===== src/hdl/psv_pkg.sv =====
// shared types and constants for the prime sieve table
package psv_pkg;

   localparam int FIELD_W = 13;
   localparam int WORD_W  = 16;
   localparam int BIT_W   = 4;

   localparam logic MODE_BUILD = 1'b0;
   localparam logic MODE_QUERY = 1'b1;

   // zero and one are not prime, every other bit starts as a candidate
   localparam logic [WORD_W-1:0] WORD_INIT_LOW = 16'hFFFC;
   localparam logic [WORD_W-1:0] WORD_INIT     = 16'hFFFF;

   typedef struct packed {
      logic cap_build;
      logic cap_query;
      logic init_wr;
      logic chk_rd;
      logic chk_next;
      logic str_start;
      logic str_rd;
      logic str_wr;
      logic q_rd;
      logic q_next;
      logic fin_build;
      logic fin_query;
      logic fin_oor;
   } cmd_type;

   typedef struct packed {
      logic q_oor;
      logic init_last;
      logic sq_over;
      logic i_bit;
      logic j_over;
      logic q_hit;
      logic q_bottom;
   } stat_type;

endpackage


===== src/hdl/psv_control.sv =====
// sequencer for sieve build and prime query requests
module psv_control (
   input  logic               clock,
   input  logic               reset,
   input  logic               start,
   input  logic               req_mode,
   input  psv_pkg::stat_type  stat,
   output psv_pkg::cmd_type   cmd,
   output logic               busy,
   output logic               rsp_valid
);

   localparam logic [2:0] ST_IDLE   = 3'd0;
   localparam logic [2:0] ST_INIT   = 3'd1;
   localparam logic [2:0] ST_CHK_RD = 3'd2;
   localparam logic [2:0] ST_CHK_EV = 3'd3;
   localparam logic [2:0] ST_STR_RD = 3'd4;
   localparam logic [2:0] ST_STR_WR = 3'd5;
   localparam logic [2:0] ST_Q_RD   = 3'd6;
   localparam logic [2:0] ST_Q_EV   = 3'd7;

   logic [2:0] state_ff;
   logic [2:0] state_in;
   logic       rsp_valid_ff;
   logic       rsp_valid_in;

   always_comb begin
      cmd      = '0;
      state_in = state_ff;
      unique case (state_ff)
         ST_IDLE: begin
            if (start) begin
               if (req_mode == psv_pkg::MODE_BUILD) begin
                  cmd.cap_build = 1'b1;
                  state_in      = ST_INIT;
               end else if (stat.q_oor) begin
                  cmd.fin_oor = 1'b1;
               end else begin
                  cmd.cap_query = 1'b1;
                  state_in      = ST_Q_RD;
               end
            end
         end
         ST_INIT: begin
            cmd.init_wr = 1'b1;
            if (stat.init_last) begin
               state_in = ST_CHK_RD;
            end
         end
         ST_CHK_RD: begin
            if (stat.sq_over) begin
               cmd.fin_build = 1'b1;
               state_in      = ST_IDLE;
            end else begin
               cmd.chk_rd = 1'b1;
               state_in   = ST_CHK_EV;
            end
         end
         ST_CHK_EV: begin
            if (stat.i_bit) begin
               cmd.str_start = 1'b1;
               state_in      = ST_STR_RD;
            end else begin
               cmd.chk_next = 1'b1;
               state_in     = ST_CHK_RD;
            end
         end
         ST_STR_RD: begin
            if (stat.j_over) begin
               cmd.chk_next = 1'b1;
               state_in     = ST_CHK_RD;
            end else begin
               cmd.str_rd = 1'b1;
               state_in   = ST_STR_WR;
            end
         end
         ST_STR_WR: begin
            cmd.str_wr = 1'b1;
            state_in   = ST_STR_RD;
         end
         ST_Q_RD: begin
            cmd.q_rd = 1'b1;
            state_in = ST_Q_EV;
         end
         ST_Q_EV: begin
            if (stat.q_hit || stat.q_bottom) begin
               cmd.fin_query = 1'b1;
               state_in      = ST_IDLE;
            end else begin
               cmd.q_next = 1'b1;
               state_in   = ST_Q_RD;
            end
         end
         default: begin
            state_in = ST_IDLE;
         end
      endcase
   end

   assign rsp_valid_in = cmd.fin_build || cmd.fin_query || cmd.fin_oor;

   always_ff @(posedge clock) begin
      if (reset) begin
         state_ff     <= ST_IDLE;
         rsp_valid_ff <= 1'b0;
      end else begin
         state_ff     <= state_in;
         rsp_valid_ff <= rsp_valid_in;
      end
   end

   assign busy      = (state_ff != ST_IDLE);
   assign rsp_valid = rsp_valid_ff;

   a_rsp_when_idle: assert property (@(posedge clock) disable iff (reset)
      rsp_valid_ff |-> state_ff == ST_IDLE)
      else $error("response strobe outside idle");

   a_accept_progress: assert property (@(posedge clock) disable iff (reset)
      start && !busy |=> busy || rsp_valid_ff)
      else $error("accepted request neither started nor answered");

endmodule


===== config.mk =====
export PLATFORM = sky130hd
export DESIGN_NAME = psv_control
export DESIGN_NICKNAME = d
export VERILOG_FILES = /design/src/hdl/psv_pkg.sv /design/src/hdl/psv_control.sv
export SDC_FILE = /design/constraint.sdc
export NUM_CORES = 1
export LEC_CHECK = 0
export ABC_AREA = 1
export BUFFER_PORTS_ARGS = -buffer_cell sky130_fd_sc_hd__buf_2
export CORE_AREA = 5 5 42 44
export CTS_BUF_LIST = sky130_fd_sc_hd__clkbuf_4 sky130_fd_sc_hd__clkbuf_8 sky130_fd_sc_hd__clkbuf_16
export DETAILED_ROUTE_END_ITERATION = 8
export DIE_AREA = 0 0 47 49
export GPL_TIMING_DRIVEN = 0
export PLACE_DENSITY = 0.67
export SYNTH_ARGS = -nofsm -noshare
export SYNTH_HDL_FRONTEND = slang
export SYNTH_SLANG_ARGS = --single-unit

===== constraint.sdc =====
create_clock -name clock -period 2.91 [get_ports clock]
set_input_delay 0.1455 -clock clock [delete_from_list [all_inputs] [get_ports clock]]
set_output_delay 0.1455 -clock clock [all_outputs]
set_load 0.05 [all_outputs]

### Word level (Yosys, flattened, before mapping)

Cells that the tools add are included.

| storage, ports and cells | value |
|---|---|
| bits in registers | 4 |
| logic and storage cells | 54 |
| bits of input ports | 11 |
| output and inout port bits | 15 |

| cells by class | value |
|---|---|
| eq/ne operators | 10 |
| multiplexer cells | 36 |
| reductions and logical operators | 6 |

Operator list:

| kind | count |
|---|---|
| 1-bit two-way mux | 24 |
| 3-bit one-hot mux with 8 select lines | 1 |
| 3-bit two-way mux | 7 |
| 3-bit == test (second input constant) | 4 |
| 3-bit by 2-bit == test with 1-bit output (second input constant) | 2 |
| 2-bit two-way mux | 3 |
| 2-bit inequality test (second input constant) | 2 |
| 3-bit by 1-bit == test with 1-bit output (second input constant) | 1 |
| 3-bit zero test | 1 |
| 1-bit logical OR | 3 |
| 3-bit inequality test (second input constant) | 1 |
| 3-bit AND reduction | 1 |
| 3-bit nonzero test | 1 |
| 1-bit one-hot mux with 2 select lines | 1 |

### Longest topological paths before layout

| depth | value |
|---|---|
| word-level depth | 5 |
| depth in mapped cells | 7 |
| mapped depth without buffers | 7 |

### Least setup slack after synthesis

No wires, ideal clock.

| timing path | value |
|---|---|
| path type | reg2out |
| start | reg state_ff[2] |
| end | out cmd[6] (netlist bit) |
| required time | 2.765 ns |
| cell stages (with the launch flop) | 3 |
| data arrival time | 2.030 ns |
| path slack | 0.735 ns |
| cell sequence | dfxtp_1 -> inv_4 -> nor4_1 |

RTL lines:

| element | RTL line | source |
|---|---|---|
| from (decl) | psv_control.sv:22 | `logic [2:0] state_ff;` |
| from (signal assigned) | psv_control.sv:107 | `state_ff <= state_in;` |
| to (decl) | psv_control.sv:8 | `output psv_pkg::cmd_type cmd,` |

==> results.md <==
- Status: completed
- Initial standard-cell utilization of the core: 0.273
- Max cap viols: 0
- Cell type with the highest aggregate area in the netlist: sky130_fd_sc_hd__dfxtp_1
- Worst-case headroom to the max-slew limit: 0.813
- CTS H-tree depth: 1
- Clk pin slew, worst setup/hold paths: 0.04 ns
- P&R area growth vs syn: 43.8%
- Count of standard-cell rows: 14
- Count leader, synth: sky130_fd_sc_hd__inv_1
- Maximum operating frequency: 648 MHz
- DP Cell Count: 108
- Max Slew Vio Count: 0
- RSZ-0062 raised after global routing: false
- Root Driver: sky130_fd_sc_hd__clkbuf_4
- DRC Markers: 0
- Setup violators final: 0
- Non-filler instance count after layout: 111
- Worst path slowest cell: sky130_fd_sc_hd__dfxtp_1
- Overall Global Routing Usage: 0.0958
- CTS tree: built
- Top flip-flop cell by instance count after synthesis: sky130_fd_sc_hd__dfxtp_1
- Fraction of layout instances using a drive strength above 1: 0.389
- Total length of routed wires: 1020 um
- Count of boundary I/O pins: 26
- Fraction of registers with async set or reset after synthesis: 0
- Footprint of the flip-flops and latches: 80.1 um2
- Number of synthesized flops with an enable pin: 0
- CTS sink cnt: 4
- Antenna Violating Nets Remaining: 0
- Total Neg Setup Slack: 0 ns
- Endpoints failing hold: 0
- Mapped Avg Cell Area: between 5 and 6 um2
- Skew-Pair Late Insertion Delay: 0.23 ns
- Number of global-route vias before repair: 417
- Period minus WS final: 1.54 ns
- Number of cells produced by synthesis: 67
- Total of hold buffers inserted after clock tree synthesis: 0
- Flip-flop and latch count after synthesis: 4
- Pin count of the biggest net entering global routing: 11
- Number of library cell types mapped by synthesis: 17
- Ordered list of cells on the worst path: inv_4 -> nor3_1 -> buf_2
- Nets in the synthesized netlist: 78
- Vias/cell: roughly 4.4
- Total of buffers placed on input and output ports: 25
- First-pass GRT wire length: 1670 um
- Worst reg2reg path endpoint: state_ff[0]$_SDFFE_PP0P_
- Critical Path Start Type: register
- Count of antenna diodes in the layout: 0
- Worst ir drop on vdd: roughly 0.56 mV
- Critical Path Start: state_ff[2]$_SDFFE_PP0P_
- Number of setup buffers added after CTS: 0
- Antenna violations before repair: 0
- Core outline area: around 0.0014 mm2
- Reg-to-reg critical path startpoint: state_ff[2]$_SDFFE_PP0P_
- Static power due to leakage: 0.380 nW
- Critical path endpoint: cmd[1]
- Delay contributed by the slowest stage of the critical path: approximately 0.47 ns
- Via count: between 400 and 500
- Synthesized area: 383 um2
- Count of filler cells inserted in the layout: 167
- Total of warnings raised by yosys: 0
- Final hold slack: about 0.10 ns
- Leading post-synthesis cells by instance count: sky130_fd_sc_hd__inv_1, sky130_fd_sc_hd__nand2_1, sky130_fd_sc_hd__nand3_1, sky130_fd_sc_hd__nor2_1
- Largest driver fanout on the critical path: 10
- Core utilization of the finished layout: 0.393
- Routed wire per std cell: 9.18 um
- WS Path Type: reg -> out
- Y dimension of the die: about 49 um
- Type of element capturing the critical path: primary output
- Power per Cell Area: 1010 mW/mm2
- Die outline area: 0.00230 mm2
- Depth of the most critical reg-to-reg path: 6
- Arrival time of the worst setup path: 1.40 ns
- Worst Clk Skew: 0.00180 ns
- Die Span X: ~47 um
- Final Cycle Share: 0.530
- Synth top area share: 0.209
- Final weighted congestion of routability-driven global placement: roughly 0.81
- Area taken by multi-input logic gates: 225 um2
- Path class of the lowest-slack min-delay path: in -> reg
- Reg2Reg Setup Slack: 1.76 ns
- Detailed-router iteration count before antenna repair: 3
- Sequential element share of the synthesized area: 0.209
- DP Wirelength: roughly 900 um
- Overflow left after global routing: 0
- Initial DRC count: 8
- Nets: between 100 and 150
- Transition time at the pin with the least slew margin: 0.281 ns
- Number of instances resized during post-cts repair: 0
- Deepest clock path buffer count: 2
- Number of buffers inserted during clock tree synthesis: 3
- Top cells by area, synth: sky130_fd_sc_hd__dfxtp_1, sky130_fd_sc_hd__inv_1, sky130_fd_sc_hd__nand2_1
- Data required, critical path: 2.76 ns
[cells by family after synthesis]
| group | Yosys count | synth area share |
|---|---|---|
| simple gates | 40 | 0.510 |
| compound gates | 5 | 0.0784 |
| buf+inv | 18 | 0.203 |
| flops | 4 | 0.209 |
[layout make-up]
class                   instances  area share
multi-input cells              45       0.409
plain buffers                   1      0.0205
inverters                      17       0.120
clock buffers                   3      0.0409
flip-flops and latches          4       0.145
repair buffers                 25       0.227
well taps                      16      0.0364
[layout by cell type (no fill, tap or decap), drive strengths merged]
master | netlist | layout
a21oi | 3 | 3
buf | 1 | 26
clkbuf | 0 | 3
dfxtp | 4 | 4
inv | 17 | 17
nand2 | 12 | 12
nand3 | 9 | 9
nand4 | 2 | 2
nor2 | 11 | 11
nor3 | 5 | 5
nor4 | 1 | 1
o211ai | 2 | 2
[metrics by stage]
step | worst slack (ns) | total power, mW | area [um2]
finish | 1.37 | 0.557 | 551
global placement | 1.58 | 0.489 | 528
CTS | 1.33 | 0.563 | 551
global route | 1.21 | 0.614 | 551
detailed placement | 1.58 | 0.492 | 528
floorplan | 0.735 | 0.413 | 383
[worst min-delay path by stage]
stage,startpoint,to,slack [ns],depth (start not counted)
floorplan,reset,state_ff[0]$_SDFFE_PP0P_,0.21,1
global placement,reset,state_ff[0]$_SDFFE_PP0P_,0.34,2
detailed placement,reset,state_ff[0]$_SDFFE_PP0P_,0.34,2
CTS,reset,state_ff[0]$_SDFFE_PP0P_,0.1,2
global route,reset,state_ff[0]$_SDFFE_PP0P_,0.10,2
finish,reset,state_ff[0]$_SDFFE_PP0P_,0.10,2
[metal layers]
layer,up-vias,share of wire,global-route usage,routed length [um]
li1,267,-,-,-
met1,197,0.49,0.145,504
met2,20,0.41,0.122,420
met3,0,0.092,0.0480,94
met4,0,0,0.0138,0
met5,-,0,0,0
[sequential cells by signal (all words and copies together) (netlist names)]
register,count
rsp_valid,1
state_ff,3
[critical path: cells and delay by family, from the launching register on]
family,cells,cell delay [ns]
flops,1,0.47
buf+inv,2,0.43
simple gates,1,0.27
[power breakdown]
part	leakage, nW	switching (mW)	internal [mW]
clock	0.0138	0.0225	0.0461
sequential	0.0330	0.0242	0.0738
combinational	0.333	0.288	0.103
total	0.380	0.335	0.223
Note: power is estimated with default switching activity, not from simulation.
